`config.mk`:
```
export PLATFORM = sky130hd
export DESIGN_NAME = shk_round
export DESIGN_NICKNAME = d
export VERILOG_FILES = /design/src/rtl/shk_pkg.sv /design/src/rtl/shk_round.sv
export SDC_FILE = /design/constraint.sdc
export NUM_CORES = 1
export LEC_CHECK = 0
export BUFFER_PORTS_ARGS = -buffer_cell sky130_fd_sc_hd__buf_2
export CAP_MARGIN = 10
export CORE_AREA = 2 2 536 538
export CTS_CLUSTER_SIZE = 16
export DETAILED_ROUTE_END_ITERATION = 10
export DIE_AREA = 0 0 538 540
export SKIP_CTS_REPAIR_TIMING = 1
export SYNTH_ARGS = -nofsm -noshare
export SYNTH_HDL_FRONTEND = slang
export SYNTH_SLANG_ARGS = --single-unit
```
`constraint.sdc`:
```
create_clock -name i_clk -period 14.9 [get_ports i_clk]
set_input_delay 2.98 -clock i_clk [delete_from_list [all_inputs] [get_ports i_clk]]
set_output_delay 2.98 -clock i_clk [all_outputs]
set_load 0.005 [all_outputs]
```
`src/rtl/shk_pkg.sv`:
```
package shk_pkg;

    localparam int NUM_ROUNDS = 80;
    localparam int ROUND_W    = 7;
    localparam int CFG_IDX_W  = 2;
    localparam int CFG_DATA_W = 64;

    // configuration register indexes
    localparam logic [CFG_IDX_W-1:0] CFG_NONCE_LOW  = 2'd0;
    localparam logic [CFG_IDX_W-1:0] CFG_NONCE_HIGH = 2'd1;

    typedef logic [31:0] t_word;
    typedef logic [15:0][31:0] t_sched;

    typedef struct packed {
        t_word a;
        t_word b;
        t_word c;
        t_word d;
        t_word e;
    } t_state;

    localparam t_word H0 = 32'h6745_2301;
    localparam t_word H1 = 32'hEFCD_AB89;
    localparam t_word H2 = 32'h98BA_DCFE;
    localparam t_word H3 = 32'h1032_5476;
    localparam t_word H4 = 32'hC3D2_E1F0;

    localparam t_word K0 = 32'h5A82_7999;
    localparam t_word K1 = 32'h6ED9_EBA1;
    localparam t_word K2 = 32'h8F1B_BCDC;
    localparam t_word K3 = 32'hCA62_C1D6;

    // padding words of the single block: 0x80 marker, length 192 bits
    localparam t_word PAD_MARK = 32'h8000_0000;
    localparam t_word PAD_LEN  = 32'h0000_00C0;

    function automatic t_word f_bswap32(input t_word x);
        return {x[7:0], x[15:8], x[23:16], x[31:24]};
    endfunction

    function automatic t_word f_round_f(input logic [ROUND_W-1:0] t,
                                        input t_word b, input t_word c,
                                        input t_word d);
        if (t < ROUND_W'(20)) begin
            return (b & c) | (~b & d);
        end else if (t < ROUND_W'(40)) begin
            return b ^ c ^ d;
        end else if (t < ROUND_W'(60)) begin
            return (b & c) | (b & d) | (c & d);
        end else begin
            return b ^ c ^ d;
        end
    endfunction

    function automatic t_word f_round_k(input logic [ROUND_W-1:0] t);
        if (t < ROUND_W'(20)) begin
            return K0;
        end else if (t < ROUND_W'(40)) begin
            return K1;
        end else if (t < ROUND_W'(60)) begin
            return K2;
        end else begin
            return K3;
        end
    endfunction

endpackage

```
`src/rtl/shk_round.sv`:
```
module shk_round import shk_pkg::*; (
    input  logic                i_clk,
    input  logic                i_rst_n,
    input  logic                i_en,
    input  logic [ROUND_W-1:0]  i_round,
    input  logic                i_valid,
    input  t_state              i_state,
    input  t_sched              i_sched,
    output logic                o_valid,
    output t_state              o_state,
    output t_sched              o_sched
);

    logic   r_valid;
    t_state r_state;
    t_sched r_sched;
    t_state n_state;
    t_sched n_sched;
    t_word  w_next;

    always_comb begin
        n_state.a = {i_state.a[26:0], i_state.a[31:27]}
                  + f_round_f(i_round, i_state.b, i_state.c, i_state.d)
                  + i_state.e + f_round_k(i_round) + i_sched[0];
        n_state.b = i_state.a;
        n_state.c = {i_state.b[1:0], i_state.b[31:2]};
        n_state.d = i_state.c;
        n_state.e = i_state.d;
    end

    // slide the schedule window and append the next expanded word
    assign w_next = i_sched[13] ^ i_sched[8] ^ i_sched[2] ^ i_sched[0];

    always_comb begin
        for (int i = 0; i < 15; i++) begin
            n_sched[i] = i_sched[i+1];
        end
        n_sched[15] = {w_next[30:0], w_next[31]};
    end

    always_ff @(posedge i_clk) begin
        if (!i_rst_n) begin
            r_valid <= 1'b0;
        end else if (i_en) begin
            r_valid <= i_valid;
        end
    end

    always_ff @(posedge i_clk) begin
        if (i_en) begin
            r_state <= n_state;
            r_sched <= n_sched;
        end
    end

    assign o_valid = r_valid;
    assign o_state = r_state;
    assign o_sched = r_sched;

endmodule

```
==> run metrics <==
status=completed; Routed Antenna Nets=0; most frequent cells in the layout=1352 x buf_2, 672 x edfxtp_1, 176 x inv_1; Worst-Margin Slew=1000 ps; RR Endpoint=o_valid$_SDFFE_PN0P_; critical path class=input pin to register; # IOs=~1400; first-pass GRT wire length=~240 mm; CP delay by family, top=compound AO/OA/AOI/OAI gates; ys flop type=edfxtp_1; GRT Overall Usage=0.129; maximum clock frequency=approximately 0.11 GHz; Final period util=0.584; area grow syn2layout=56.6%; # port buffers=approximately 1400; share of layout cells above drive strength 1=0.526; worst hold stages=2; ys async rst share=0; Post-synth EDFFs=~670; CTS sink cnt=between 600 and 700; initial antenna violation count=around 210; R2R Setup Slk=approximately 14000 ps; Die Ht=540 um; Gate Count Post-Synth=~1400; crit path DAT=slightly above 9000 ps; RSZ-0062 raised after global routing=false; pre-CTS setup slack=5110 ps; CP Launch Type=input pin; GRT overflow=0; CTS tree=yes; final worst slack=6200 ps; register area share after synthesis=0.762; Mapped Area=roughly 27000 sq um; initial core utilization=0.0932; Iter 0 DRT Violations=roughly 1400; Root Driver=clkbuf_16; Final min period=about 8700 ps; # setup viols final=0; clock-pin slew on the worst setup and hold paths=approximately 60 ps; Die W=about 540 um; Final Max Slew Viols=0; Std-Cell Rows=around 200; most frequent CP cell=inv_1; max_cap viols=0; fill count=31900; crit path capture type=register; final setup TNS=0 ps; Avg Inst Size Synth=between 15 and 20 sq um; total nets after synthesis=roughly 2200; Via density=~2.9; most common cell after layout, fill and taps aside=buf_2; vias in the first global route=between 20000 and 25000; worst-case reg-to-reg path depth=2; Synth Warn #=0; via count=roughly 20000; cell breakdown of the critical path=buf_2 > a41oi_1 > buf_4 > and2_2 > buf_4 > inv_1 > buf_4 > o22ai_1 > nor2_1 > fa_1 > inv_1 > fa_1 > inv_1 > ha_1 > a21oi_1 > a21boi_0 > a311oi_4 > inv_1 > a31oi_1 > o31ai_1 > a31oi_1 > xnor2_1; clk_lat worst skew=roughly 800 ps; pwr dens=~160 nW/um^2; leak pwr=16.6 nW; slowest cell on the critical path=fa_1; DR pass1 iterations=7; Slew headroom=0.330; Peak VDD IR=approximately 80 uV; post-synth cell types=50; Max Root-Sink Buffers=4; Post-Route WL=~200 mm; Buffers & Inverters on Critical Path=8; Tightest Hold Check Type=register to register; Final GP Congestion=0.985; Util after Layout=0.146; Hold Path Sink=o_valid$_SDFFE_PN0P_; die area=about 290000 sq um; largest net degree at the start of global routing=between 100 and 150; Hold Vio Cnt, Final=0; reg-to-reg startpoint=o_valid$_SDFFE_PN0P_; routed len/inst=roughly 29 um; total CTS buffers=99; Yosys reg bits=roughly 670; Critical Path Fanout Max=23; DRC violations left=0; dpl hpwl=~170 mm; core area=~280000 sq um; Yosys top cell area share=0.761; Final #Nets=3693; top cells by area, synth=edfxtp_1 76%, fa_1 9.1%, xnor2_1 3.1%; Setup Skew=0 ps; # H-tree levels=3; CP Data Required Time=roughly 15000 ps; area leader, netlist=edfxtp_1; critical path's largest stage delay=approximately 650 ps; min-delay src=o_valid$_SDFFE_PN0P_
==> worst max path at each step <==
| stage | startpoint | slack [ps] | end | cells after the start |
|---|---|---|---|---|
| floorplan | i_round[3] | 7420 | o_state[159]$_DFFE_PP_ | 18 |
| global placement | i_round[5] | 5130 | o_state[152]$_DFFE_PP_ | 22 |
| detailed placement | i_round[5] | 5110 | o_state[152]$_DFFE_PP_ | 22 |
| CTS | i_round[5] | 5970 | o_state[152]$_DFFE_PP_ | 22 |
| global route | i_round[5] | 6030 | o_state[152]$_DFFE_PP_ | 22 |
| finish | i_round[5] | 6200 | o_state[152]$_DFFE_PP_ | 22 |
==> final cells by class <==
cell class | instances | area, sq um | share of cell area
antenna | 69 | 173 | 0.00416
clock buffer | 111 | 2540 | 0.0613
clock inverter | 68 | 686 | 0.0165
inverter | 178 | 668 | 0.0161
multi-input combinational | 533 | 5600 | 0.135
sequential | 673 | 20200 | 0.487
tap | 3762 | 4710 | 0.113
timing repair buffer | 1368 | 6930 | 0.167
==> power breakdown <==
| group | total (mW) | internal [mW] | switching (mW) |
|---|---|---|---|
| Sequential | 2.43 | 2.36 | 0.0678 |
| Combinational | 1.62 | 0.602 | 1.02 |
| Clock | 2.40 | 1.40 | 1.00 |
==> worst min-delay path, stage by stage (launching register included) <==
cell	delay, ps
dfxtp_1	330
mux2i_1	70
nor2b_1	90
==> registers in the layout, indices dropped and copies added, names as in the netlist <==
name / flops
o_sched: 512
o_state: 160
o_valid: 1
==> cells by family after synthesis <==
kind of cell | count (synthesis) | synth area share
flops | 673 | 0.762
buf+inv | 189 | 0.0269
fa+ha+maj | 157 | 0.108
xor+xnor | 131 | 0.0433
compound gates | 115 | 0.0312
simple gates | 98 | 0.0158
mux | 32 | 0.0125
==> metal layers <==
| layer | vias up | global-route usage | part of all wire | routed length (um) |
|---|---|---|---|---|
| li1 | 8100 | - | - | - |
| met1 | 9618 | 0.123 | 0.32 | 63100 |
| met2 | 1508 | 0.212 | 0.46 | 90200 |
| met3 | 401 | 0.0933 | 0.17 | 33400 |
| met4 | 92 | 0.0470 | 0.040 | 7750 |
| met5 | - | 0 | 0.0035 | 675 |
==> Yosys cell counts, drive strengths merged (4+ instances only) <==
library cell / n
nand2: 21
clkbuf: 8
a221oi: 5
a31oi: 5
a21oi: 25
fa: 120
ha: 37
o21ai: 18
mux2: 8
a221o: 13
inv: 178
o22ai: 10
mux2i: 24
a21o: 7
o21bai: 6
nor3: 4
edfxtp: 672
nand3: 7
a211oi: 5
xnor2: 93
nor2: 53
xor2: 38
==> metrics by stage <==
| stage | cells | cell area (sq um) | power (mW) | hold slack [ps] |
|---|---|---|---|---|
| 2_1_floorplan | 1395 | 26500 | 3.19 | 507 |
| 3_3_place_gp | 6514 | 38100 | 4.13 | 507 |
| 3_5_place_dp | 6514 | 38100 | 4.13 | 513 |
| 4_1_cts | 6693 | 41300 | 6.62 | 527 |
| 5_1_grt | 6731 | 41400 | 6.81 | 591 |
| 6_report | 6762 | 41500 | 6.45 | 525 |
Note: power is estimated with default switching activity, not from simulation.
