==> src/rtl/shk_pkg.sv <==
package shk_pkg;

    localparam int NUM_ROUNDS = 80;
    localparam int ROUND_W    = 7;
    localparam int CFG_IDX_W  = 2;
    localparam int CFG_DATA_W = 64;

    // configuration register indexes
    localparam logic [CFG_IDX_W-1:0] CFG_NONCE_LOW  = 2'd0;
    localparam logic [CFG_IDX_W-1:0] CFG_NONCE_HIGH = 2'd1;

    typedef logic [31:0] t_word;
    typedef logic [15:0][31:0] t_sched;

    typedef struct packed {
        t_word a;
        t_word b;
        t_word c;
        t_word d;
        t_word e;
    } t_state;

    localparam t_word H0 = 32'h6745_2301;
    localparam t_word H1 = 32'hEFCD_AB89;
    localparam t_word H2 = 32'h98BA_DCFE;
    localparam t_word H3 = 32'h1032_5476;
    localparam t_word H4 = 32'hC3D2_E1F0;

    localparam t_word K0 = 32'h5A82_7999;
    localparam t_word K1 = 32'h6ED9_EBA1;
    localparam t_word K2 = 32'h8F1B_BCDC;
    localparam t_word K3 = 32'hCA62_C1D6;

    // padding words of the single block: 0x80 marker, length 192 bits
    localparam t_word PAD_MARK = 32'h8000_0000;
    localparam t_word PAD_LEN  = 32'h0000_00C0;

    function automatic t_word f_bswap32(input t_word x);
        return {x[7:0], x[15:8], x[23:16], x[31:24]};
    endfunction

    function automatic t_word f_round_f(input logic [ROUND_W-1:0] t,
                                        input t_word b, input t_word c,
                                        input t_word d);
        if (t < ROUND_W'(20)) begin
            return (b & c) | (~b & d);
        end else if (t < ROUND_W'(40)) begin
            return b ^ c ^ d;
        end else if (t < ROUND_W'(60)) begin
            return (b & c) | (b & d) | (c & d);
        end else begin
            return b ^ c ^ d;
        end
    endfunction

    function automatic t_word f_round_k(input logic [ROUND_W-1:0] t);
        if (t < ROUND_W'(20)) begin
            return K0;
        end else if (t < ROUND_W'(40)) begin
            return K1;
        end else if (t < ROUND_W'(60)) begin
            return K2;
        end else begin
            return K3;
        end
    endfunction

endpackage

==> src/rtl/shk_final.sv <==
module shk_final import shk_pkg::*; (
    input  logic        i_clk,
    input  logic        i_rst_n,
    input  logic        i_en,
    input  logic        i_valid,
    input  t_state      i_state,
    output logic        o_valid,
    output logic [63:0] o_position
);

    logic        r_valid;
    logic [63:0] r_position;
    t_word       w_h0;
    t_word       w_h1;

    assign w_h0 = H0 + i_state.a;
    assign w_h1 = H1 + i_state.b;

    always_ff @(posedge i_clk) begin
        if (!i_rst_n) begin
            r_valid <= 1'b0;
        end else if (i_en) begin
            r_valid <= i_valid;
        end
    end

    // digest bytes read little-endian
    always_ff @(posedge i_clk) begin
        if (i_en) begin
            r_position <= {f_bswap32(w_h1), f_bswap32(w_h0)};
        end
    end

    assign o_valid    = r_valid;
    assign o_position = r_position;

endmodule

==> config.mk <==
export PLATFORM = sky130hd
export DESIGN_NAME = shk_final
export DESIGN_NICKNAME = d
export VERILOG_FILES = /design/src/rtl/shk_pkg.sv /design/src/rtl/shk_final.sv
export SDC_FILE = /design/constraint.sdc
export NUM_CORES = 1
export LEC_CHECK = 0
export BUFFER_PORTS_ARGS = -buffer_cell sky130_fd_sc_hd__buf_2
export CORE_UTILIZATION = 42
export CTS_CLUSTER_SIZE = 30
export DETAILED_ROUTE_END_ITERATION = 8
export PLACE_DENSITY_LB_ADDON = 0.08
export SLEW_MARGIN = 20
export SYNTH_ARGS = -nofsm -noshare
export SYNTH_HDL_FRONTEND = slang
export SYNTH_SLANG_ARGS = --single-unit
==> constraint.sdc <==
create_clock -name i_clk -period 2.4 [get_ports i_clk]
set_input_delay 0.36 -clock i_clk [delete_from_list [all_inputs] [get_ports i_clk]]
set_output_delay 0.36 -clock i_clk [all_outputs]
set_load 0.02 [all_outputs]
==> results.txt, run 1 <==
- The flow ran to the end, and the final reports show no timing, DRC or antenna violations.
* Time the worst path needs with I/O delays and setup: 1.81 ns
* RSZ-0062 raised after global routing: false
- WP data required: about 2.5 ns
- TritonCTS built the clock tree.
- Fin crit share: between 70 and 80%
- After synthesis, the netlist uses 55 different library cells.
- The routed layout has 2785 vias.
- Initial cell density of the core: 43.9%
- Clock Tree Buf Depth: 2
* Pin count of the biggest net entering global routing: 66
* Combined global-route utilization of all metal layers: between 10% and 20%
- Based on the critical path, the design can be clocked at up to 552 MHz.
* Pint: between 2 and 2.5 mW
* Primary FF master, synth: edfxtp_1
- Net Sw Power: between 0.8 and 0.9 mW
- Core outline area: a little under 8000 um^2
- Async S/R FF share, synth: 0%
- Setup crit start kind: primary input
- Critical path class: in -> reg
* Worst stage delay on the critical path: about 0.4 ns
* Number of antenna violations at the first check in global routing: 0
- The synthesized design contains between 60 and 70 enable-type register cells.
- Number of placement rows: 32
* Setup-violating endpoint count in the final report: 0
* Number of global-route vias before repair: 2599
* Critical path origin: i_state[96]
- The clock reaches the later pin of the worst-skew pair after between 0.3 and 0.4 ns.
* Worst max-slew margin expressed relative to the limit: 63.2%
- The first detailed-routing pass took 4 iterations.
- From synthesis to final layout, the design area changed by 30.8%.
- Final weighted congestion of routability-driven global placement: roughly 0.84
- For this block, the initial DRC count from the detailed router was roughly 100.
* Clock Skew: 0 ns
- P per Cell Area: around 700 nW/um^2
* Post-synthesis cell area: 3420 um^2
* Data arrival, critical path: between 1.5 and 2 ns
* Flops & latches, synth: 65
- Count of boundary I/O pins: 229
* CTS resizes: 0
- Total Power: 3.12 mW
* Post-synthesis net count: between 400 and 500
- The worst-case IR drop observed on VDD is approximately 0.33 mV.
* Number of nets with antenna violations after routing: 0
- The repair_antennas step left the layout with diodes totalling 0.
* Switching power share of the total: a little over a quarter
- The floorplan step defined a die boundary enclosing roughly 8500 um^2.
* Chip Width: between 90 and 100 um
- Number of cells produced by synthesis: between 200 and 300
- During placement, the flow inserted port buffers numbering 132.
* Flop-to-flop setup slack: around 1.8 ns
* H-tree Lvls: 3
- Max-slew violations: 0
- Detailed-route wire length: between 7000 and 8000 um
- In this run, the clock network consumes 35.8% of the power.
- Along the worst path, the maximum fanout reaches 4.
- In this run the critical register-to-register path is launched from o_valid.
- Total congestion overflow after global routing: 0
- Yosys printed 0 warnings.
* Total number of nets in the final design: 597
- The number of hold buffers added after CTS was 0.
- For the pin with the worst max-slew slack, the measured transition is between 0.5 and 0.6 ns.
* Routed wire per std cell: 14.6 um
- Leaving out fill and tap cells, the most frequent cells in the layout are buf_2, edfxtp_1, xnor2_1.
* Length in cells of the worst reg-to-reg path: 2
* Sequential-to-total area share from yosys stat: between 50 and 60%
* Number of buffers created by CTS: 9
* Vias per std cell: 5.18
* Fraction of power consumed by sequential logic: between 40% and 50%
* # Post-CTS Setup Buffers: 0
* Number of sinks on the clock net: 65
- Clock tree synthesis selected as its root buffer the cell clkbuf_8.
- The tightest min-delay check is of the in -> reg type.
- Mapped Avg Cell Area: roughly 12 um^2
* Vertical die dimension: ~90 um
* Global-route wire length before repair: between 10000 and 15000 um
- For this design, the slowest cell found on the critical path is a31oi_1.
- Element type at the critical path end: flip-flop
- Final number of hold-violating endpoints: 0
- Across the run, the number of max-cap violations was 0.
* Termination of the worst setup path: o_position[36]
- Once detailed placement completed, the half-perimeter wirelength came to 5900 um.
* Setup tns final: 0 ns
- Clock-pin slew was measured on the worst setup and hold paths at ~0.070 ns.
- In this run the critical register-to-register path is captured at o_valid.
- Cells with a size suffix above 1 make up 37.6% of the layout.
- For this run, design rule violations remaining after detail routing come to 0.
- Walking the worst path, the cells encountered are buf_2 -> ha_1 -> a21oi_1 -> o21ai_1 -> a31oi_1 -> o21ai_0 -> xor2_1.
- The share of total power dissipated in combinational logic is a little under a fifth.
- The library cell used most frequently in the layout, excluding fill and tap cells, is buf_2.
- Static power due to leakage: around 1.8 nW
## how the worst min path moves through the flow
stage | startpoint | to | slack, ns | depth (start not counted)
finish | i_rst_n | o_valid | 0.23 | 2
global route | i_rst_n | o_valid | 0.23 | 2
CTS | i_rst_n | o_valid | 0.22 | 2
detailed placement | o_valid | o_valid | 0.54 | 2
global placement | o_valid | o_valid | 0.49 | 2
floorplan | i_en | o_position[0] | 0.47 | 0
## per-layer routing
| metal | track usage [%] | vias to the layer above | part of all wire (%) |
|---|---|---|---|
| met5 | 0 | - | 0 |
| met4 | 7.81 | 0 | 1.1 |
| met3 | 6.40 | 7 | 9.1 |
| met2 | 29.2 | 106 | 45 |
| met1 | 24.3 | 1290 | 45 |
| li1 | - | 1382 | - |
## synthesized netlist by cell type, drive strengths merged, types with 4 or more instances
cell type  count  area share (%)
nand4          7             1.3
nor3           6            0.88
a21oi         16             2.3
o21ai         23             3.6
and3           4            0.73
nor2          17             1.9
nand3         11             1.6
inv            6            0.66
nand2         16             1.8
xor2          22             5.6
a211oi         4             1.0
a21o           4            0.88
xnor2         28             7.2
clkbuf         4            0.44
a31oi          4             1.4
edfxtp        64              56
## power groups by stage
stage                     registers [mW]  clock network (mW)  logic [mW]
after global placement              1.44                   0       0.585
after CTS                           1.41                1.14       0.594
after floorplan                     1.60                   0       0.170
after detailed placement            1.44                   0       0.592
after global routing                1.42                1.18       0.639
final                               1.41                1.12       0.590
## stage by stage
step                std cells  hold slack [ns]  instance area, um^2  util (%)  setup slack (ns)
floorplan                 288            0.472                 3420         -             0.485
global placement          522            0.489                 4250      54.4             0.247
detailed placement        522            0.544                 4250      54.4             0.247
CTS                       538            0.218                 4480      57.4             0.598
global route              538            0.231                 4480      57.4             0.503
finish                    538            0.231                 4480      57.4             0.587
## registers in the layout, indices dropped and copies added, names as in the netlist
register,count
o_position,64
o_valid,1
## logic make-up after synthesis
family	Yosys count	share of synthesized area [%]
xor gates and xnor gates	50	12.8
AOI/OAI and AO/OA	73	14.8
muxes	1	0.292
and+or+nand+nor	85	13.3
adders and majority gates	2	0.731
DFF	65	56.7
buffers and inverters	12	1.39
## cell type report
class                   instances  area, um^2
clock inverters                 7         109
multi-input cells             211        1440
flip-flops and latches         65        1940
well taps                     102         128
inverters                       6        22.5
fillers                       711        3330
clock buffers                   9         124
repair buffers                138         718
## critical path: cells and delay by family
kind,cells,cell delay [ns]
adder cells (fa/ha/maj),1,0.23
AO/OA/AOI/OAI,4,1.01
buffers and inverters,1,0.12
XOR/XNOR,1,0.17
Power figures use the tool's default switching activity.
==> run 2, diff against run 1 <==
--- a/config.mk
+++ b/config.mk
@@ -5,6 +5,7 @@
 export SDC_FILE = /design/constraint.sdc
 export NUM_CORES = 1
 export LEC_CHECK = 0
+export ABC_AREA = 1
 export BUFFER_PORTS_ARGS = -buffer_cell sky130_fd_sc_hd__buf_2
 export CORE_UTILIZATION = 42
 export CTS_CLUSTER_SIZE = 30
==> constraint.sdc (replaced) <==
create_clock -name i_clk -period 1.6 [get_ports i_clk]
set_input_delay 0.24 -clock i_clk [delete_from_list [all_inputs] [get_ports i_clk]]
set_output_delay 0.24 -clock i_clk [all_outputs]
set_load 0.02 [all_outputs]
==> results.txt, run 2 <==
- Most frequent cells in the layout: nand2_1, buf_2, inv_1
- Core outline area: 10400 um^2 (+33%)
* Number of buffers and inverters on the critical path: 1 (unchanged)
- Post-synth EDFFs: 64 (unchanged)
- The worst hold path belongs to the class in -> reg.
* Number of global-route vias before repair: 4264 (+64%)
- Area added between synthesis and finish: 24.5%
- Post-synthesis net count: 792 (+74%)
- The wire length per cell was 13.3 um (-8.7%).
- The final critical-path setup slack was 0.377 ns (-0.210 ns).
- The overflow left after global routing is 0 (unchanged).
- The number of rows in the core area is 37 (+16%).
- Post-CTS Hold Buffers: 0 (unchanged)
- Final number of hold-violating endpoints: 0 (unchanged)
- The largest vdd supply drop was 0.445 mV (+34%).
- Via Count: 4477 (+61%)
- The post-synthesis sequential area ratio was 42.7% (-14 points).
- The post-layout net count was 948 (+59%).
* Yosys warnings: 0 (unchanged)
* Worst stage delay on the critical path: 0.44 ns (+0.04 ns)
- For this design, the slowest cell found on the critical path is edfxtp_1.
- The mean number of vias per cell was 4.85 (-6.3%).
- Async S/R FF share, synth: 0% (unchanged)
- Share of Yosys cell area claimed by the top area cell type: 42.2% (-14 points)
* Static power due to leakage: 2.78 nW (+55%)
- Chip Width: 106 um (+15%)
- The number of CTS-inserted buffers was 9 (unchanged).
- The clock period could shrink to around 1.2 ns.
* Mapped Avg Cell Area: 7.27 um^2 (-39%)
- Yosys attributes the largest share of cell area to edfxtp_1, nand2_1, inv_1.
- Max-slew violations: 0 (unchanged)
- The share of the core filled with cells in the final layout came to 54.4% (-3.0 points).
- The register clock-pin slew on the reported worst setup and hold paths was 0.08 ns (about the same).
- By startpoint and endpoint, the worst setup path is classified as reg -> out.
* Global-route wire length before repair: 20100 um (+64%)
* Number of DRC markers in iteration 0: 157 (+52%)
* Detailed-route wire length: 12300 um (+57%)
- Number of unique standard cell types used by synthesis: 33 (-40%)
- Most common cell after layout, fill and taps aside: nand2_1
* Number of iterations in the first detailed-routing pass: 5 (+1)
- Ratio of cells with drive above 1 in the final layout: 26.4% (-11 points)
- The DRC violation count after routing came to 0 (unchanged).
* WP data required: 1.36 ns (-1.12 ns)
- Pin slew with the least headroom to its limit: 0.328 ns (-0.219 ns)
- Number of diodes added for antenna fixing: 0 (unchanged)
* Number of sinks on the clock net: 65 (unchanged)
* Final design instance area without fill: 5670 um^2 (+27%)
- The number of cells on the critical path was 1 (-6).
* Data arrival, critical path: 0.98 ns (-0.92 ns)
- The cell area after placement is 5500 um^2 (+29%).
- The commonest cells after synthesis are nand2_1, inv_1, nor2_1.
- Library cell occupying the most area in the post-synthesis netlist: edfxtp_1
* Combined global-route utilization of all metal layers: 23.5% (+4.6 points)
- The worst setup path is launched from a flip-flop.
- The count of maximum capacitance violations is 0 (unchanged).
- P per Cell Area: 787 nW/um^2 (+13%)
- Final weighted congestion of routability-driven global placement: 0.937 (+11%)
- Count of boundary I/O pins: 229 (unchanged)
- Element type at the critical path end: output port
- The maximum number of pins on one net before global-route repair is 43 (-35%).
* H-tree Lvls: 3 (unchanged)
* Largest fanout on the critical path: 1 (-3)
- The count of mapped cells out of synthesis is 626 (+120%).
- CTS resizes: 0 (unchanged)
* Flops & latches, synth: 65 (unchanged)
* RSZ-0062 raised after global routing: false
* Clock Tree Buf Depth: 2 (unchanged)
* Vertical die dimension: 106 um (+15%)
- The count of final setup violators was 0 (unchanged).
- The number of cells traversed by the worst register-to-register path was 2 (unchanged).
* Crit-path leading delay family: flip-flops
- Peak Freq: about 800 MHz
- Number of nets with antenna violations after routing: 0 (unchanged)
* Worst max-slew margin expressed relative to the limit: 78.1% (+15 points)
- Die Area: 11300 um^2 (+32%)
- The most common cell in the synthesized netlist is nand2_1.
* Initial cell density of the core: 43.7% (-0.16 points)
- Critical path cell sequence: buf_2
- The HPWL reported at the end of detailed placement is 10200 um (+73%).
- Primary FF master, synth: edfxtp_1
- The final setup TNS was 0 ns (unchanged).
* IO Port Bufs: 132 (unchanged)
- The number of buffers inserted by post-CTS setup repair was 0 (unchanged).
- Later-pin clock latency in the skew report: 0.35 ns (+0.02 ns)
- The tree is rooted in a clkbuf_8.
* Number of cells on the worst hold path: 3 (+1)
- The flip-flop count of the largest register after layout was 64 (unchanged).
- Post-synthesis cell area: 4550 um^2 (+33%)
- Total Power: 4.46 mW (+43%)
* Clock tree from TritonCTS: done
* Post-placement worst setup slack: 0.00728 ns (-0.240 ns)
- The setup slack of the most critical reg-to-reg path is 0.98 ns (-0.79 ns).
* Clock Skew: 0 ns (unchanged)
* Number of antenna violations at the first check in global routing: 0 (unchanged)
- The run finished with clean final reports.
- Of the available clock period, the critical path in the final layout requires 76.4%.
==> run 2: changes by cell type in the layout (fill, tap and decap cells not counted), moves of 8 or more <==
cell,previous run,this run
buf_4,5,14
nor2_2,0,9
o21ai_0,20,12
xor2_1,22,31
nand3_1,11,52
nor2_1,17,70
nand2_2,0,13
inv_1,6,80
nand2_1,16,209
xnor2_1,28,3
inv_2,0,14
==> run 2: layout make-up <==
cell class	count	area, um^2
tap	136	170
sequential	65	1940
clock inverter	7	46.3
inverter	94	353
fill	1041	4750
timing repair buffer	147	786
multi-input combinational	465	2240
clock buffer	9	124
==> run 2: final timing paths <==
kind / start / end
hold / removal: i_rst_n / o_valid
setup reg to reg: o_valid / o_valid
hold reg to reg: o_valid / o_valid
setup / recovery: o_position[26] / o_position[26]
==> run 2: tightest hold or removal path, cell delays in order <==
cell and delay, ns:
buf_2 0.09, o21ai_0 0.06, a21oi_1 0.04
==> run 2: per-stage QoR <==
step                hold slack, ns  instances
finish                       0.120        923
detailed placement           0.487        907
CTS                          0.103        923
global route                 0.131        923
floorplan                    0.333        626
global placement             0.475        907
==> run 2: cells by family after synthesis <==
kind of cell	after synthesis	share of synthesized area (%)
simple gates	384	36.7
buf+inv	96	8.03
flops	65	42.7
compound gates	45	5.55
xor+xnor	34	6.54
fa+ha+maj	2	0.550
==> run 2: power by group <==
| part | total [mW] | internal, mW | switching, mW |
|---|---|---|---|
| Combinational | 1.09 | 0.357 | 0.737 |
| Sequential | 2.12 | 2.07 | 0.0467 |
| Clock | 1.25 | 0.558 | 0.688 |
==> run 2: metal layers <==
metal  track usage [%]  vias up  routed length [um]
met3              4.97       21                 808
met1              30.8     1973                5710
li1                  -     2321                   -
met2              37.0      162                5430
met4              11.1        0                 366
met5                 0        -                   0
